File: config.mk
export PLATFORM = sky130hd
export DESIGN_NAME = battery_level_monitor
export DESIGN_NICKNAME = d
export VERILOG_FILES = /design/src/rtl/core/blm_pkg.sv /design/src/rtl/core/blm_classify.sv /design/src/rtl/core/blm_div.sv /design/src/rtl/core/battery_level_monitor.sv
export SDC_FILE = /design/constraint.sdc
export NUM_CORES = 1
export LEC_CHECK = 0
export BUFFER_PORTS_ARGS = -buffer_cell sky130_fd_sc_hd__buf_2
export CAP_MARGIN = 40
export CORE_UTILIZATION = 34
export DETAILED_ROUTE_END_ITERATION = 10
export GPL_ROUTABILITY_DRIVEN = 0
export RECOVER_POWER = 50
export SLEW_MARGIN = 5
export SYNTH_ARGS = -nofsm -noshare
export SYNTH_HDL_FRONTEND = slang
export SYNTH_SLANG_ARGS = --single-unit
File: constraint.sdc
create_clock -name clk -period 11.2 [get_ports clk]
set_input_delay 1.12 -clock clk [delete_from_list [all_inputs] [get_ports clk]]
set_output_delay 1.12 -clock clk [all_outputs]
set_load 0.02 [all_outputs]
File: src/rtl/core/blm_pkg.sv
// ---------------------------------------------------------------------------
// blm_pkg: shared definitions for the battery level monitor
// Widths, fixed-point constants, class and register codes, and the structs
// that pass between the sequencer, the classifier and the divider.
// ---------------------------------------------------------------------------
`timescale 1ns / 1ps
`default_nettype none

package blm_pkg;

    // ADC and fixed-point format
    localparam int ADC_BITS    = 12;
    localparam int FRAC_BITS   = 8;
    localparam int LEVEL_BITS  = ADC_BITS + FRAC_BITS;

    // Filter gain: 6554 / 2^16, about one tenth
    localparam int ALPHA_BITS  = 14;
    localparam int ALPHA_NUM   = 6554;
    localparam int ALPHA_SHIFT = 16;
    localparam int DIFF_BITS   = LEVEL_BITS + 1;
    localparam int PROD_BITS   = DIFF_BITS + ALPHA_BITS - 1;
    localparam int DELTA_BITS  = PROD_BITS - ALPHA_SHIFT;

    // Percent divider
    localparam int PCT_BITS    = 7;
    localparam int PCT_MAX     = 100;
    localparam int NUM_BITS    = LEVEL_BITS + PCT_BITS;
    localparam int DSH_BITS    = LEVEL_BITS + PCT_BITS - 1;
    localparam int CNT_BITS    = $clog2(PCT_BITS);

    // Battery class codes
    localparam logic [2:0] CLS_FULL     = 3'd0;
    localparam logic [2:0] CLS_OK       = 3'd1;
    localparam logic [2:0] CLS_LOW      = 3'd2;
    localparam logic [2:0] CLS_CRITICAL = 3'd3;
    localparam logic [2:0] CLS_DEAD     = 3'd4;

    // Configuration register indexes
    localparam int CFG_IDX_BITS = 3;
    localparam logic [CFG_IDX_BITS-1:0] REG_CRITICAL = 3'd0;
    localparam logic [CFG_IDX_BITS-1:0] REG_LOW      = 3'd1;
    localparam logic [CFG_IDX_BITS-1:0] REG_NOMINAL  = 3'd2;
    localparam logic [CFG_IDX_BITS-1:0] REG_FULL     = 3'd3;
    localparam logic [CFG_IDX_BITS-1:0] REG_HYST     = 3'd4;

    // Reset values of the thresholds, in ADC counts
    localparam logic [ADC_BITS-1:0] RST_CRITICAL = ADC_BITS'(2400);
    localparam logic [ADC_BITS-1:0] RST_LOW      = ADC_BITS'(2600);
    localparam logic [ADC_BITS-1:0] RST_NOMINAL  = ADC_BITS'(2800);
    localparam logic [ADC_BITS-1:0] RST_FULL     = ADC_BITS'(3200);
    localparam logic [ADC_BITS-1:0] RST_HYST     = ADC_BITS'(60);

    typedef struct packed {
        logic [ADC_BITS-1:0] critical;
        logic [ADC_BITS-1:0] low;
        logic [ADC_BITS-1:0] nominal;
        logic [ADC_BITS-1:0] full;
        logic [ADC_BITS-1:0] hyst;
    } cfg_t;

    typedef struct packed {
        logic start;
    } div_ctrl_t;

    typedef struct packed {
        logic busy;
        logic done;
    } div_stat_t;

endpackage : blm_pkg

`default_nettype wire

File: src/rtl/core/blm_classify.sv
// ---------------------------------------------------------------------------
// blm_classify: five-class hysteresis decision
// Compares the integer part of the level against the thresholds and picks
// the next class from the previous one.
// ---------------------------------------------------------------------------
`timescale 1ns / 1ps
`default_nettype none

module blm_classify
    import blm_pkg::*;
(
    input  wire cfg_t                cfg,
    input  wire logic [ADC_BITS-1:0] level_int,
    input  wire logic [2:0]          cls_prev,
    output logic      [2:0]          cls_next
);

    // Two extra bits: threshold plus band carries, full minus band may go negative
    logic signed [ADC_BITS+1:0] v;
    logic signed [ADC_BITS+1:0] t_crit;
    logic signed [ADC_BITS+1:0] t_low;
    logic signed [ADC_BITS+1:0] t_nom;
    logic signed [ADC_BITS+1:0] t_crit_up;
    logic signed [ADC_BITS+1:0] t_low_up;
    logic signed [ADC_BITS+1:0] t_nom_up;
    logic signed [ADC_BITS+1:0] t_full_up;
    logic signed [ADC_BITS+1:0] t_full_dn;

    assign v         = $signed({2'b00, level_int});
    assign t_crit    = $signed({2'b00, cfg.critical});
    assign t_low     = $signed({2'b00, cfg.low});
    assign t_nom     = $signed({2'b00, cfg.nominal});
    assign t_crit_up = t_crit + $signed({2'b00, cfg.hyst});
    assign t_low_up  = t_low + $signed({2'b00, cfg.hyst});
    assign t_nom_up  = t_nom + $signed({2'b00, cfg.hyst});
    assign t_full_up = $signed({2'b00, cfg.full}) + $signed({2'b00, cfg.hyst});
    assign t_full_dn = $signed({2'b00, cfg.full}) - $signed({2'b00, cfg.hyst});

    always_comb
    begin
        cls_next = cls_prev;
        case (cls_prev)
            CLS_DEAD:
            begin
                cls_next = (v >= t_crit_up) ? CLS_CRITICAL : CLS_DEAD;
            end
            CLS_CRITICAL:
            begin
                if (v < t_crit)          cls_next = CLS_DEAD;
                else if (v >= t_low_up)  cls_next = CLS_LOW;
                else                     cls_next = CLS_CRITICAL;
            end
            CLS_LOW:
            begin
                if (v < t_crit)          cls_next = CLS_DEAD;
                else if (v < t_low)      cls_next = CLS_CRITICAL;
                else if (v >= t_nom_up)  cls_next = CLS_OK;
                else                     cls_next = CLS_LOW;
            end
            CLS_OK:
            begin
                if (v < t_crit)          cls_next = CLS_DEAD;
                else if (v < t_low)      cls_next = CLS_CRITICAL;
                else if (v < t_nom)      cls_next = CLS_LOW;
                else if (v >= t_full_up) cls_next = CLS_FULL;
                else                     cls_next = CLS_OK;
            end
            default:
            begin
                // Full, and any unreachable code, behaves as full
                if (v < t_crit)          cls_next = CLS_DEAD;
                else if (v < t_full_dn)  cls_next = CLS_OK;
                else                     cls_next = CLS_FULL;
            end
        endcase
    end

endmodule : blm_classify

`default_nettype wire

File: src/rtl/core/blm_div.sv
// ---------------------------------------------------------------------------
// blm_div: iterative restoring divider for the charge percentage
// One shared compare-and-subtract unit retires one quotient bit per cycle,
// most significant first. The quotient must fit in PCT_BITS bits.
// ---------------------------------------------------------------------------
`timescale 1ns / 1ps
`default_nettype none

module blm_div
    import blm_pkg::*;
(
    input  wire logic                  clk,
    input  wire logic                  rst_n,
    input  wire div_ctrl_t             ctrl,
    input  wire logic [NUM_BITS-1:0]   numer,
    input  wire logic [LEVEL_BITS-1:0] denom,
    output div_stat_t                  stat,
    output logic      [PCT_BITS-1:0]   quot
);

    logic [NUM_BITS-1:0] rem_reg;
    logic [NUM_BITS-1:0] rem_next;
    logic [DSH_BITS-1:0] dsh_reg;
    logic [DSH_BITS-1:0] dsh_next;
    logic [PCT_BITS-1:0] q_reg;
    logic [PCT_BITS-1:0] q_next;
    logic [CNT_BITS-1:0] cnt_reg;
    logic [CNT_BITS-1:0] cnt_next;
    logic                busy_reg;
    logic                busy_next;
    logic                done_reg;
    logic                done_next;

    logic [NUM_BITS-1:0] dsh_ext;
    logic                fits;

    assign dsh_ext = {1'b0, dsh_reg};
    assign fits    = (rem_reg >= dsh_ext);

    always_comb
    begin
        rem_next  = rem_reg;
        dsh_next  = dsh_reg;
        q_next    = q_reg;
        cnt_next  = cnt_reg;
        busy_next = busy_reg;
        done_next = 1'b0;
        if (ctrl.start)
        begin
            rem_next  = numer;
            dsh_next  = {denom, (PCT_BITS-1)'(0)};
            q_next    = '0;
            cnt_next  = CNT_BITS'(PCT_BITS - 1);
            busy_next = 1'b1;
        end
        else if (busy_reg)
        begin
            // Subtract the shifted divisor when it fits, then advance one bit
            if (fits)
            begin
                rem_next = rem_reg - dsh_ext;
            end
            q_next   = {q_reg[PCT_BITS-2:0], fits};
            dsh_next = dsh_reg >> 1;
            cnt_next = cnt_reg - 1'b1;
            if (cnt_reg == '0)
            begin
                busy_next = 1'b0;
                done_next = 1'b1;
            end
        end
    end

    always_ff @(posedge clk or negedge rst_n)
    begin
        if (!rst_n)
        begin
            busy_reg <= 1'b0;
            done_reg <= 1'b0;
            cnt_reg  <= '0;
        end
        else
        begin
            busy_reg <= busy_next;
            done_reg <= done_next;
            cnt_reg  <= cnt_next;
        end
    end

    always_ff @(posedge clk)
    begin
        rem_reg <= rem_next;
        dsh_reg <= dsh_next;
        q_reg   <= q_next;
    end

    assign stat.busy = busy_reg;
    assign stat.done = done_reg;
    assign quot      = q_reg;

endmodule : blm_div

`default_nettype wire

File: src/rtl/core/battery_level_monitor.sv
// ---------------------------------------------------------------------------
// battery_level_monitor: filtered battery level with hysteresis classes
// Smooths raw ADC samples with a first-order filter, sorts the level into
// full/ok/low/critical/dead and estimates the charge percentage.
// ---------------------------------------------------------------------------
// Usage:
//   Input channel sample_valid/sample_ready carries one raw ADC sample per
//   request. Each accepted sample yields exactly one request on the result
//   channel result_valid/result_ready: filtered level (8 fraction bits),
//   class, percent, the two warning flags and the echoed raw sample.
//   Configuration writes use cfg_valid/cfg_ready with cfg_index (0 critical,
//   1 low, 2 nominal, 3 full, 4 hysteresis band) and cfg_data; cfg_ready is
//   always high, unknown indexes are dropped. Write only while idle.
//   Steps from sample acceptance to result_valid: the filter multiply, the
//   level update, classification, the shared compare-and-subtract divider
//   working out the seven percent bits, the sequencer seeing the divider
//   finish, and the load of the output register. The first sample after
//   reset loads the level directly and skips the multiply and the update.
//   sample_ready is high only while the sequencer is idle; a new sample may
//   be taken while the previous result still waits in the output register.
//   If the receiver stalls, the finished result is held in the sequencer
//   until the output register frees up.
//   Reset (rst_n low, asynchronous) restores the default thresholds, clears
//   the filter, sets the class to ok and drops any pending result.
// ---------------------------------------------------------------------------
`timescale 1ns / 1ps
`default_nettype none

module battery_level_monitor
    import blm_pkg::*;
(
    input  wire logic                    clk,
    input  wire logic                    rst_n,
    // sample channel
    input  wire logic                    sample_valid,
    output logic                         sample_ready,
    input  wire logic [ADC_BITS-1:0]     sample,
    // result channel
    output logic                         result_valid,
    input  wire logic                    result_ready,
    output logic      [LEVEL_BITS-1:0]   filtered_level,
    output logic      [2:0]              battery_class,
    output logic      [PCT_BITS-1:0]     percent,
    output logic                         is_low,
    output logic                         crit_alarm,
    output logic      [ADC_BITS-1:0]     raw_echo,
    // configuration channel
    input  wire logic                    cfg_valid,
    output logic                         cfg_ready,
    input  wire logic [CFG_IDX_BITS-1:0] cfg_index,
    input  wire logic [ADC_BITS-1:0]     cfg_data
);

    // Sequencer states, one-hot
    typedef enum logic [5:0] {
        S_IDLE = 6'b000001,
        S_MUL  = 6'b000010,
        S_ADD  = 6'b000100,
        S_CLS  = 6'b001000,
        S_DIV  = 6'b010000,
        S_DONE = 6'b100000
    } state_t;

    localparam logic signed [ALPHA_BITS-1:0] ALPHA_S   = ALPHA_BITS'(ALPHA_NUM);
    localparam logic signed [PROD_BITS-1:0]  ROUND_S   = PROD_BITS'(1 << (ALPHA_SHIFT - 1));
    localparam logic [NUM_BITS-1:0]          PCT_MUL   = NUM_BITS'(PCT_MAX);
    localparam logic [PCT_BITS-1:0]          PCT_FULL  = PCT_BITS'(PCT_MAX);

    state_t                 state_reg;
    state_t                 state_next;

    cfg_t                   cfg_reg;
    logic [LEVEL_BITS-1:0]  level_reg;
    logic [2:0]             class_reg;
    logic                   primed_reg;
    logic [ADC_BITS-1:0]    raw_reg;
    logic signed [PROD_BITS-1:0] prod_reg;
    logic                   zero_reg;
    logic                   sat_reg;

    // Output register
    logic                   out_valid_reg;
    logic [LEVEL_BITS-1:0]  out_level_reg;
    logic [2:0]             out_class_reg;
    logic [PCT_BITS-1:0]    out_pct_reg;
    logic [ADC_BITS-1:0]    out_raw_reg;

    logic                   sample_acc;
    logic                   out_load;

    // Filter datapath
    logic signed [DIFF_BITS-1:0]  diff;
    logic signed [PROD_BITS:0]    prod_full;
    logic signed [PROD_BITS-1:0]  prod_round;
    logic signed [DELTA_BITS-1:0] delta;
    logic signed [DIFF_BITS-1:0]  level_upd;

    // Percent preparation
    logic [LEVEL_BITS-1:0]  crit_fix;
    logic [LEVEL_BITS-1:0]  span_fix;
    logic [LEVEL_BITS-1:0]  above;
    logic [NUM_BITS-1:0]    numer;
    logic                   pct_zero;
    logic                   pct_sat;

    logic [2:0]             cls_next;
    div_ctrl_t              div_ctrl;
    div_stat_t              div_stat;
    logic [PCT_BITS-1:0]    div_quot;

    assign cfg_ready    = 1'b1;
    assign sample_ready = (state_reg == S_IDLE);
    assign sample_acc   = sample_valid && sample_ready;
    assign out_load     = (state_reg == S_DONE) && (!out_valid_reg || result_ready);

    // level += round(alpha * (sample - level)), halves toward +inf
    assign diff       = $signed({1'b0, raw_reg, FRAC_BITS'(0)})
                        - $signed({1'b0, level_reg});
    assign prod_full  = diff * ALPHA_S;
    assign prod_round = prod_reg + ROUND_S;
    assign delta      = prod_round[PROD_BITS-1:ALPHA_SHIFT];
    assign level_upd  = $signed({1'b0, level_reg})
                        + {{(DIFF_BITS-DELTA_BITS){delta[DELTA_BITS-1]}}, delta};

    // Percent = (level - crit) * 100 / (full - crit), clamped
    assign crit_fix = {cfg_reg.critical, FRAC_BITS'(0)};
    assign span_fix = {cfg_reg.full - cfg_reg.critical, FRAC_BITS'(0)};
    assign above    = level_reg - crit_fix;
    assign numer    = {PCT_BITS'(0), above} * PCT_MUL;
    assign pct_zero = (cfg_reg.full <= cfg_reg.critical) || (level_reg <= crit_fix);
    assign pct_sat  = (above >= span_fix);

    assign div_ctrl.start = (state_reg == S_CLS);

    blm_classify u_classify (
        .cfg       (cfg_reg),
        .level_int (level_reg[LEVEL_BITS-1:FRAC_BITS]),
        .cls_prev  (class_reg),
        .cls_next  (cls_next)
    );

    blm_div u_div (
        .clk   (clk),
        .rst_n (rst_n),
        .ctrl  (div_ctrl),
        .numer (numer),
        .denom (span_fix),
        .stat  (div_stat),
        .quot  (div_quot)
    );

    // Sequencer
    always_comb
    begin
        state_next = state_reg;
        case (state_reg)
            S_IDLE:
            begin
                if (sample_acc)
                begin
                    state_next = primed_reg ? S_MUL : S_CLS;
                end
            end
            S_MUL:  state_next = S_ADD;
            S_ADD:  state_next = S_CLS;
            S_CLS:  state_next = S_DIV;
            S_DIV:
            begin
                if (div_stat.done)
                begin
                    state_next = S_DONE;
                end
            end
            S_DONE:
            begin
                if (out_load)
                begin
                    state_next = S_IDLE;
                end
            end
            default: state_next = S_IDLE;
        endcase
    end

    always_ff @(posedge clk or negedge rst_n)
    begin
        if (!rst_n)
        begin
            state_reg        <= S_IDLE;
            cfg_reg.critical <= RST_CRITICAL;
            cfg_reg.low      <= RST_LOW;
            cfg_reg.nominal  <= RST_NOMINAL;
            cfg_reg.full     <= RST_FULL;
            cfg_reg.hyst     <= RST_HYST;
            level_reg        <= '0;
            class_reg        <= CLS_OK;
            primed_reg       <= 1'b0;
            raw_reg          <= '0;
            out_valid_reg    <= 1'b0;
        end
        else
        begin
            state_reg <= state_next;

            // Drop writes to unknown indexes
            if (cfg_valid && cfg_ready)
            begin
                case (cfg_index)
                    REG_CRITICAL: cfg_reg.critical <= cfg_data;
                    REG_LOW:      cfg_reg.low      <= cfg_data;
                    REG_NOMINAL:  cfg_reg.nominal  <= cfg_data;
                    REG_FULL:     cfg_reg.full     <= cfg_data;
                    REG_HYST:     cfg_reg.hyst     <= cfg_data;
                    default:      ;
                endcase
            end

            if (sample_acc)
            begin
                raw_reg <= sample;
                if (!primed_reg)
                begin
                    // First sample loads the level directly
                    level_reg  <= {sample, FRAC_BITS'(0)};
                    primed_reg <= 1'b1;
                end
            end

            if (state_reg == S_ADD)
            begin
                level_reg <= level_upd[LEVEL_BITS-1:0];
            end

            if (state_reg == S_CLS)
            begin
                class_reg <= cls_next;
            end

            if (out_load)
            begin
                out_valid_reg <= 1'b1;
            end
            else if (result_ready)
            begin
                out_valid_reg <= 1'b0;
            end
        end
    end

    // Payload registers
    always_ff @(posedge clk)
    begin
        if (state_reg == S_MUL)
        begin
            prod_reg <= prod_full[PROD_BITS-1:0];
        end
        if (state_reg == S_CLS)
        begin
            zero_reg <= pct_zero;
            sat_reg  <= pct_sat;
        end
        if (out_load)
        begin
            out_level_reg <= level_reg;
            out_class_reg <= class_reg;
            out_pct_reg   <= zero_reg ? '0 : (sat_reg ? PCT_FULL : div_quot);
            out_raw_reg   <= raw_reg;
        end
    end

    assign result_valid   = out_valid_reg;
    assign filtered_level = out_level_reg;
    assign battery_class  = out_class_reg;
    assign percent        = out_pct_reg;
    assign is_low         = (out_class_reg >= CLS_LOW);
    assign crit_alarm     = (out_class_reg >= CLS_CRITICAL);
    assign raw_echo       = out_raw_reg;

endmodule : battery_level_monitor

`default_nettype wire

# After elaboration in Yosys (flattened, before gate mapping)
# Cells that the tools add are included.
word_totals:
  regBits: 245
  latchBits: 0
  ramBits: 0
  romBits: 0
  inputBits: 32
  out_inout_bits: 47
  elab_cells: 131
  memories: 0
op_classes:
  n_addsub: 12
  multipliers: 2
  div_mod_pow: 0
  n_lt_le_gt_ge: 14
  eq_ne: 18
  n_shift: 0
  mux: 37
  n_bitwise: 0
  n_reduce_logical: 21
op_table:
  columns: ["operator", "count"]
  rows:
  - ["27-bit two-way mux", 3]
  - ["20-bit two-way mux", 3]
  - ["13-bit by 14-bit greater-or-equal comparator with 1-bit output", 4]
  - ["12-bit by 12-bit adder with 13-bit output", 4]
  - ["26-bit two-way mux", 2]
  - ["12-bit less-than comparator", 3]
  - ["6-bit one-hot mux with 6 select lines", 1]
  - ["34-bit by 17-bit adder with 34-bit output (second input constant)", 1]
  - ["21-bit by 13-bit multiplier with 33-bit output (second input constant)", 1]
  - ["3-bit two-way mux", 10]
  - ["27-bit by 26-bit greater-or-equal comparator with 1-bit output", 1]
  - ["27-bit by 26-bit subtractor with 27-bit output", 1]
  - ["20-bit by 5-bit multiplier with 25-bit output (second input constant)", 1]
  - ["20-bit by 20-bit subtractor with 21-bit output", 1]
  - ["20-bit adder", 1]
  - ["20-bit greater-or-equal comparator", 1]
  - ["20-bit less-or-equal comparator", 1]
  - ["20-bit subtractor", 1]
  - ["6-bit two-way mux", 3]
  - ["2-bit AND reduction", 8]
  - ["13-bit by 14-bit less-than comparator with 1-bit output", 1]
  - ["12-bit by 12-bit subtractor with 13-bit output", 1]
  - ["3-bit by 2-bit equality test with 1-bit output (second input constant)", 4]
  - ["12-bit less-or-equal comparator", 1]
  - ["other kinds (25)", 46]

# Depth between registers and ports, before layout
depth:
  depth_word: 7
  mapped_depth: 28
  ltp_nobuf: 28

# Hierarchy
# A second synthesis with hierarchy kept.
unflattened:
  cells_unflattened: 2621
  hier_area_um2: 24627.4
by_module_without_submodules:
  columns: ["mod", "instances", "cells_per_inst", "area_per_inst_um2", "seq_area_each_um2"]
  rows:
  - ["battery_level_monitor", 1, 1551, 15646.3, 4498.1]
  - ["blm_classify", 1, 621, 4787.1, 0.0]
  - ["blm_div", 1, 449, 4194.0, 1796.7]

# Worst setup path before layout
# OpenSTA, ideal clock, no wires.
synth_path:
  path_kind: "register to register"
  start: "register level_reg[9]"
  end: "register prod_reg[29], data pin"
  setup_ps: 263
  t_arrival_ps: 6502
  t_required_ps: 10937
  slack_ps: 4435
  path_stages_with_launch: 29
  path_buffers: 0
  period_less_slack_ps: 6765
  path_cell_list: "dfrtp_1 -> inv_1 -> ha_1 -> a21oi_1 -> nor2_1 -> nor3_1 -> o21bai_1 -> a21oi_1 -> xor2_1 -> inv_1 -> ha_1 -> inv_1 -> fa_1 -> inv_1 -> ha_1 -> fa_1 -> inv_1 -> fa_1 -> inv_1 -> ha_1 -> a21o_1 -> a21o_1 -> a211oi_1 -> o211a_4 -> nor3_4 -> a41oi_2 -> o21ai_0 -> a211oi_1 -> nor2_1"
synth_between:
  elab_chain_cells: 2
synth_lines:
  columns: ["item", "line", "rtl"]
  rows:
  - ["start, declared", "battery_level_monitor.sv:73", "logic [LEVEL_BITS-1:0] level_reg;"]
  - ["start signal, assigned", "battery_level_monitor.sv:224", "level_reg <= {sample, FRAC_BITS'(0)};"]
  - ["start signal, assigned", "battery_level_monitor.sv:231", "level_reg <= level_upd[LEVEL_BITS-1:0];"]
  - ["20-bit by 20-bit subtractor with 21-bit output", "battery_level_monitor.sv:118", "- $signed({1'b0, level_reg});"]
  - ["21-bit by 13-bit multiplier with 33-bit output", "battery_level_monitor.sv:119", "assign prod_full = diff * ALPHA_S;"]
  - ["net prod_full[29]", "battery_level_monitor.sv:93", "logic signed [PROD_BITS:0] prod_full;"]
  - ["end signal, assigned", "battery_level_monitor.sv:255", "prod_reg <= prod_full[PROD_BITS-1:0];"]
  - ["end, declared", "battery_level_monitor.sv:77", "logic signed [PROD_BITS-1:0] prod_reg;"]
# The timed path passes the listed nets, and every way through them passes these cells.
# A chain may end at the register's enable or synchronous reset.

# Worst setup path after layout
# Ends and elaborated chain as after synthesis.

==> qor.yml <==
status: "finished with violations"
failed_checks: "max-capacitance violations, max-slew violations"
fin_area_mm2: 0.0261
post_cts_resized: 0
synthesis.area_mm2: 0.0236
yosysTopAreaCell: "ha_1"
synthCells: 2549
ioPinCount: 79
largest_register_ffs: 60
grt_pass1_vias: 18000
grt_use_total: 0.169
hold_class: "flip-flop to flip-flop"
synth.most_common_cell: "ha_1"
min_period_ps: 7490
synth_cell_types: 80
ctsRootBufferMaster: "clkbuf_16"
yosysSeqAreaShare: 0.263
synth_async_sr_flop_share: 0.468
num_vias: 17900
drc: 0
yosys.area.top_type_share: 0.214
avgViaCountPerCell: 4.97
worstMarginPinSlew_ps: 2640
synth_flop_cell: "edfxtp_1"
netlist_top_cells_count: "403 x ha_1, 354 x inv_1, 182 x nand2_1, 170 x nor2_1, 147 x o21ai_0"
core_area_mm2: 0.0686
wl_per_cell_um: 16.4
setup_violations: 0
r2r_cells: 28
antenna_found_initial: 1
nets: 3171
cp.arrival_ps: 7830
maxSlewViolCount: 90
clock_latency_ps: 600
slowest_stage: "dfrtp_1"
crit_top_cell: "inv_1"
cts.htree.levels: 1
cp-start-kind: "flip-flop"
synth.area.top_cells: "ha_1 21%, edfxtp_1 13%, dfrtp_1 9.0%"
initial_core_util: 0.344
grt-ovfl-total: 0
synth_nets: 3082
finalCritPeriodShare: 0.668
setup_tns_ps: 0
cts_tree: "built"
skew_ps: 27.0
ys_ff_latch: 231
fill_cells: 6930
hold_viol_final: 0
finalWirelength_um: 58900
clk_transition_reported_paths_ps: 60
syn2layout_area_growth_pct: 10.9
rsz0062_at_grt: "false"
post-cts-setup-buffer-count: 0
port_buffers: 77
synth_edf_count: 100
cp.required_ps: 11540
grt_max_degree: 52
dpl_cell_area_mm2: 0.0252
ant_nets: 0
die_height_um: 265
core.rowCount: 96
final_util: 0.381
dp_cells: 3535
ys.warnings.count: 0
clk_path_buf_depth: 3
cts_sinks: 231
relSlewSlack: -0.758
fin_cells: 3594
dpl.hpwl_um: 47400
grt_pass1_wl_um: 96000
hold_depth: 2
die-width_um: 265
path_max_fanout: 13
dieArea_mm2: 0.0704
drtIter0Drc: 920
antenna_cells: 0
syn_area_per_cell_um2: 9.24
cts_hold_buf: 0
fmax_mhz: 134
slowest_delay_ps: 710
drt_pass1_iterations: 5
cp-end-kind: "flip-flop"
maxCapViolCount: 2
drive_gt1_frac: 0.0807
path_class: "flip-flop to flip-flop"
cts_buffers: 31
area by class of cell:
class / instances / area (um2) / share of cell area
repair buffers: 103 / 523 / 0.0200
clock inverters: 19 / 205 / 0.00785
multi-input cells: 1916 / 15900 / 0.607
well taps: 931 / 1160 / 0.0446
flip-flops and latches: 231 / 6200 / 0.237
inverters: 355 / 1330 / 0.0510
clock buffers: 39 / 837 / 0.0320
per-layer routing:
layer | wire length (um) | share of wire | track usage
met2 | 27400 | 0.47 | 0.289
met4 | 1120 | 0.019 | 0.0341
met3 | 2170 | 0.037 | 0.0201
met5 | 0 | 0 | 0
met1 | 28200 | 0.48 | 0.230
critical path: cells and delay by family (launching register included):
family	cells	cell delay, ps
flip-flops	1	710
AND/OR/NAND/NOR	4	660
buffers and inverters	6	480
XOR/XNOR	1	300
AO/OA/AOI/OAI	10	2210
adder cells (fa/ha/maj)	7	2860
cell families (layout without fill, tap and decap cells):
| logic type | count (synthesis) | after routing | synth area share |
|---|---|---|---|
| multiplexers | 55 | 55 | 0.0249 |
| XOR/XNOR | 203 | 203 | 0.0758 |
| buffers and inverters | 402 | 516 | 0.0644 |
| flip-flops | 231 | 231 | 0.263 |
| AO/OA/AOI/OAI | 562 | 562 | 0.155 |
| AND/OR/NAND/NOR | 594 | 594 | 0.119 |
| other | 1 | 1 | 0.000159 |
| adder cells (fa/ha/maj) | 501 | 501 | 0.297 |
per-stage QoR:
stage          hold slack [ps]  setup slack [ps]
6_report                   471              3710
5_1_grt                    497              3150
4_1_cts                    393              3680
3_5_place_dp               466              3680
3_3_place_gp               462              3920
2_1_floorplan              441              4440
final timing paths:
path	to	slack [ps]	start
min in group asynchronous	raw_reg[9]$_DFFE_PN0P_	780	rst_n
max in group asynchronous	u_div.busy_reg$_DFF_PN0_	5200	rst_n
max reg2reg	prod_reg[29]$_DFFE_PP_	3710	level_reg[9]$_DFFE_PN0P_
min	u_div.rem_reg[0]$_SDFFE_PP0P_	470	u_div.rem_reg[0]$_SDFFE_PP0P_
max	prod_reg[29]$_DFFE_PP_	3710	level_reg[9]$_DFFE_PN0P_
min reg2reg	u_div.rem_reg[0]$_SDFFE_PP0P_	470	u_div.rem_reg[0]$_SDFFE_PP0P_
cells in the final DEF (no fill, tap or decap), types with 24 or more instances in the layout:
master	count
xnor2_1	119
buf_2	76
o21ai_0	147
clkbuf_1	24
nor2_1	168
mux2_2	28
inv_1	353
fa_1	98
nand3_1	46
dfrtp_1	84
xor2_1	83
mux2i_1	27
edfxtp_1	100
a21oi_1	120
nand2_1	182
a21o_1	76
clkbuf_16	32
nand2b_1	27
nor2b_1	35
ha_1	403
nor3_1	35
Power is not shown: default switching activity piles up to over one toggle a cycle in this logic, so the estimate is an artifact.
